==> src/rtl/slc_pkg.sv <==
package slc_pkg;

  localparam int SLOTS_PER_LINE_DEF = 34;

  localparam int XPOS_W   = 9;
  localparam int PRIO_W   = 2;
  localparam int PAL_W    = 3;
  localparam int PLANES_W = 32;
  localparam int COLOR_W  = 4;
  localparam int ENTRY_W  = 8;
  localparam int LEVEL_W  = 4;
  localparam int COL_W    = 9;
  localparam int CFG_IDX_W = 3;
  localparam int CFG_DAT_W = 4;

  // Input item kinds.
  localparam logic [1:0] FUNC_PIXEL      = 2'd0;
  localparam logic [1:0] FUNC_LOAD       = 2'd1;
  localparam logic [1:0] FUNC_LINE_START = 2'd2;

  // Configuration register indexes.
  localparam logic [CFG_IDX_W-1:0] REG_ABOVE_EN   = 3'd0;
  localparam logic [CFG_IDX_W-1:0] REG_BELOW_EN   = 3'd1;
  localparam logic [CFG_IDX_W-1:0] REG_PRIO_ZERO  = 3'd2;
  localparam logic [CFG_IDX_W-1:0] REG_PRIO_ONE   = 3'd3;
  localparam logic [CFG_IDX_W-1:0] REG_PRIO_TWO   = 3'd4;
  localparam logic [CFG_IDX_W-1:0] REG_PRIO_THREE = 3'd5;

  // One tile slot as written by a load.
  typedef struct packed {
    logic [XPOS_W-1:0]   xpos;
    logic [PRIO_W-1:0]   prio;
    logic [PAL_W-1:0]    pal;
    logic                mirror;
    logic [PLANES_W-1:0] planes;
  } slot_t;

  // Compositing token that walks down the row of cells.
  typedef struct packed {
    logic               vld;
    logic               stop;
    logic               hit;
    logic [COL_W-1:0]   x;
    logic [ENTRY_W-1:0] entry;
    logic [PRIO_W-1:0]  prio;
  } tok_t;

  // Bank control shared by every cell.
  typedef struct packed {
    logic clr;
    logic wr_bank;
    logic disp_bank;
  } cell_ctl_t;

endpackage

==> src/rtl/slc_cell.sv <==
// One slot position of both banks, plus one stage of the compositing token.
module slc_cell (
  input  logic              clk,
  input  logic              rst_n,
  input  slc_pkg::cell_ctl_t ctl,
  input  logic              wr_sel,
  input  slc_pkg::slot_t    wr_slot,
  input  slc_pkg::tok_t     tok_in,
  output slc_pkg::tok_t     tok_out
);

  logic [1:0]     valid_r;
  slc_pkg::slot_t slot_r [0:1];
  slc_pkg::tok_t  tok_r;
  slc_pkg::tok_t  tok_nxt;

  slc_pkg::slot_t cur;
  logic           cur_valid;
  logic [10:0]    px;
  logic [2:0]     shift;
  logic [slc_pkg::COLOR_W-1:0] color;

  always_comb begin
    cur       = slot_r[ctl.disp_bank];
    cur_valid = valid_r[ctl.disp_bank];
    px        = {2'b00, tok_in.x} - {{2{cur.xpos[8]}}, cur.xpos};
    shift     = cur.mirror ? px[2:0] : (3'd7 - px[2:0]);
    color     = {cur.planes[{2'd3, shift}], cur.planes[{2'd2, shift}],
                 cur.planes[{2'd1, shift}], cur.planes[{2'd0, shift}]};
    tok_nxt   = tok_in;
    if (tok_in.vld && !tok_in.stop) begin
      if (!cur_valid) begin
        tok_nxt.stop = 1'b1;
      end else if (px[10:3] == 8'd0 && color != '0) begin
        // Later opaque slots overwrite earlier ones.
        tok_nxt.hit   = 1'b1;
        tok_nxt.entry = {1'b1, cur.pal, color};
        tok_nxt.prio  = cur.prio;
      end
    end
  end

  always_ff @(posedge clk) begin
    if (!rst_n) begin
      valid_r   <= '0;
      tok_r.vld <= 1'b0;
    end else begin
      if (ctl.clr) begin
        // The bank shown up to now becomes the fill bank.
        valid_r[ctl.disp_bank] <= 1'b0;
      end else if (wr_sel) begin
        valid_r[ctl.wr_bank] <= 1'b1;
      end
      tok_r.vld <= tok_nxt.vld;
    end
    if (wr_sel) begin
      slot_r[ctl.wr_bank] <= wr_slot;
    end
    tok_r.stop  <= tok_nxt.stop;
    tok_r.hit   <= tok_nxt.hit;
    tok_r.x     <= tok_nxt.x;
    tok_r.entry <= tok_nxt.entry;
    tok_r.prio  <= tok_nxt.prio;
  end

  assign tok_out = tok_r;

endmodule
==> config.mk <==
export PLATFORM = sky130hd
export DESIGN_NAME = slc_cell
export DESIGN_NICKNAME = d
export VERILOG_FILES = /design/src/rtl/slc_pkg.sv /design/src/rtl/slc_cell.sv
export SDC_FILE = /design/constraint.sdc
export NUM_CORES = 1
export LEC_CHECK = 0
export ABC_CLOCK_PERIOD_IN_PS = 12600
export BUFFER_PORTS_ARGS = -buffer_cell sky130_fd_sc_hd__buf_2
export CORE_UTILIZATION = 60
export DETAILED_ROUTE_END_ITERATION = 7
export HOLD_SLACK_MARGIN = 0.15
export PLACE_DENSITY = 0.85
export SETUP_SLACK_MARGIN = 0.02
export SYNTH_ARGS = -nofsm -noshare
export SYNTH_HDL_FRONTEND = slang
export SYNTH_SLANG_ARGS = --single-unit
==> constraint.sdc <==
create_clock -name clk -period 12.6 [get_ports clk]
set_input_delay 2.52 -clock clk [delete_from_list [all_inputs] [get_ports clk]]
set_output_delay 2.52 -clock clk [all_outputs]
set_load 0.05 [all_outputs]
==> metrics.md <==
| Metric | Value |
|---|---|
| Tcrit/Tclk final | `53.0%` |
| Clk slew on worst S/H paths | `0.06 ns` |
| Slew Viols, Final | `0` |
| Cell with the most instances after synthesis | `edfxtp_1` |
| Area contributors post-synth | `edfxtp_1 52%, mux2i_1 9.2%, dfxtp_1 8.9%` |
| Maximum fanout along the worst path | `41` |
| Via-per-instance ratio | `6.07` |
| Residual DRC | `0` |
| Hold buffers post-CTS | `0` |
| Initial antenna violation count | `0` |
| Min-Delay Path Depth | `2` |
| Synth Net Count | `433` |
| H-tree levels | `4` |
| Setup Skew | `0.0113 ns` |
| Via count | `3482` |
| Fmax | `150 MHz` |
| Slew margin rel. | `21.7%` |
| R2r endpoint | `tok_out[1]$_DFF_P_` |
| Flop pwr share | `42.2%` |
| Core footprint | `0.00872 mm2` |
| Ports | `97` |
| Syn Std Cell Area | `0.00541 mm2` |
| DRT iter0 DRCs | `212` |
| Net Sw Power | `279 uW` |
| Leak pwr | `0.00264 uW` |
| Netlist cell types | `54` |
| Vias in the first global route | `3602` |
| Filler Cells Inserted | `548` |
| Critical path endpoint category | `flip-flop` |
| Cell Pwr Density | `165 mW/mm2` |
| Switching Share | `25.6%` |
| DP Worst Slack | `5.39 ns` |
| RSZ-0062 raised after global routing | `false` |
| First-pass iteration count of the detailed router | `5` |
| Width of the die | `97.0 um` |
| Non-Filler Instances | `574` |
| Initial Utilization | `62.1%` |
| Post-route total power | `1090 uW` |
| Final setup viols | `0` |
| Area of the multi-input gates | `0.00203 mm2` |
| EDFF count, synth | `94` |
| First-pass GRT wire length | `17.2 mm` |
| Yosys warning count | `0` |
| Hold path endpoint | `valid_r[0]$_SDFFE_PN0P_` |
| Crit Path Class | `in2reg` |
| Syn avg cell area | `15.6 um2` |
| Top cells by count, synth | `94 x edfxtp_1, 50 x mux2i_1, 24 x dfxtp_1` |
| Post-CTS sizing | `0` |
| DP Wirelength | `6.81 mm` |
| Clock insertion delay at the later pin of the skew report | `0.52 ns` |
| Row cnt | `34` |
| Post-CTS setup buffers | `0` |
| Clk sinks | `118` |
| Synthesis-to-finish area growth | `21.7%` |
| Share of layout cells above drive strength 1 | `36.3%` |
| R2R Path Start | `slot_r[0][38]$_DFFE_PP_` |
| Inst Count DP | `542` |
| Reg area | `0.00330 mm2` |
| Crit path DAT | `7.09 ns` |
| Hold Path Origin | `valid_r[0]$_SDFFE_PN0P_` |
| Outcome | `completed` |
| Diodes inserted | `0` |
| ANT nets after route | `0` |
| Synth async-reset ratio | `0%` |
| Logic pwr share | `16.5%` |
| Peak VDD IR | `0.000100 V` |
| Clock root buffer | `clkbuf_8` |
| Final core occ | `75.5%` |
| CTS tree | `yes` |
| Drt wl/cell | `18.3 um` |
| Placer congestion estimate | `0.795` |
| Remaining global-route overflow | `0` |
| Worst-Margin Slew | `1.18 ns` |
| Setup slack, reg-to-reg | `8.26 ns` |
| Cells on worst reg2reg path | `9` |
| Worst EP required | `13.01 ns` |
| Sequential share of the synthesized area | `61.0%` |
| Fin nets | `540` |
| Die Span Y | `97.0 um` |
| Post-Syn Instances | `346` |
| Final hold violations | `0` |
| Clock buffer count from CTS | `17` |
| GRT Util Overall | `23.8%` |
| Die ar. | `0.00941 mm2` |
| Hold Crit Class | `reg2reg` |
| PnR worst setup slack | `5.92 ns` |
| Total Wirelength | `10.5 mm` |
| Startpoint type of the worst setup path | `primary input` |
| Post-synthesis register bit count | `118` |
| Largest net degree at the start of global routing | `48` |
| Max_cap viols | `0` |
| Largest area contributor in the netlist | `edfxtp_1` |
| Period minus WS final | `6.68 ns` |
| Clk pwr share | `41.3%` |
| TNS Setup | `0 ns` |
| IO buf count | `96` |
| Synth Flop Type | `edfxtp_1` |
| Post-synth top area share | `52.1%` |
| Clock buffer depth | `2` |
| Int Power | `810 uW` |
[sequential cells by signal (all words and copies together) (netlist names)]
signal   cells
tok_out     22
valid_r      2
slot_r      94
[cells in the final DEF, fill, tap and decap left out, types with 6 or more instances in the layout]
cell type	instances
buf_2	96
edfxtp_1	94
mux2i_1	50
dfxtp_1	24
mux4_2	17
clkbuf_16	17
mux2_2	13
ha_1	11
inv_1	9
nor2_1	8
nor2b_1	8
o211ai_1	7
nand2_1	6
a22o_1	6
[cell type report]
| class | instances | area share [%] |
|---|---|---|
| clock buffers | 21 | 7.14 |
| clock inverters | 11 | 1.48 |
| inverters | 9 | 0.513 |
| multi-input cells | 207 | 30.9 |
| flip-flops and latches | 118 | 50.2 |
| well taps | 108 | 2.05 |
| repair buffers | 100 | 7.75 |
[per-stage QoR]
stage                     hold WS, ns  area (um2)
after floorplan                 0.457        5410
after global placement          0.468        6020
after detailed placement        0.499        6020
after CTS                       0.503        6590
after global routing            0.569        6590
final                           0.505        6590
[power groups by stage]
stage | clock network (uW) | logic (uW) | registers [uW]
global route | 472 | 195 | 461
floorplan | 0 | 119 | 477
global placement | 0 | 171 | 465
finish | 450 | 180 | 459
detailed placement | 0 | 177 | 467
CTS | 454 | 180 | 459
[routing by layer]
metal,global-route usage (%),vias to the layer above,part of all wire [%]
met5,0,-,0
met4,9.64,0,1.6
met3,6.14,18,6.8
met2,39.8,166,49
met1,29.6,1685,42
li1,-,1613,-
[worst max-delay path by stage]
stage / depth (start not counted) / slack (ns) / from / to
2_1_floorplan: 13 / 5.33 / ctl[0] / tok_out[0]$_DFF_P_
3_3_place_gp: 11 / 5.55 / ctl[0] / tok_out[6]$_DFF_P_
3_5_place_dp: 11 / 5.39 / ctl[0] / tok_out[1]$_DFF_P_
4_1_cts: 11 / 5.87 / ctl[0] / tok_out[1]$_DFF_P_
5_1_grt: 11 / 5.68 / ctl[0] / tok_out[7]$_DFF_P_
6_report: 11 / 5.92 / ctl[0] / tok_out[1]$_DFF_P_
[logic make-up after synthesis]
logic type	after synthesis	synth area share (%)
DFF	118	61.0
AOI/OAI and AO/OA	54	8.18
xor gates and xnor gates	5	1.16
buffers and inverters	21	1.55
and+or+nand+nor	54	5.52
adders and majority gates	12	2.91
muxes	82	19.6
[critical path: stages]
cell and delay [ns]:
buf_2 0.07, buf_4 0.48, mux2_2 0.40, ha_1 0.21, fa_1 0.53, xnor2_4 0.61, mux4_2 0.61, a22o_1 0.24
a2111o_1 0.49, o311ai_4 0.50, mux2_2 0.40
No activity file was read; power rests on OpenSTA's default activity.
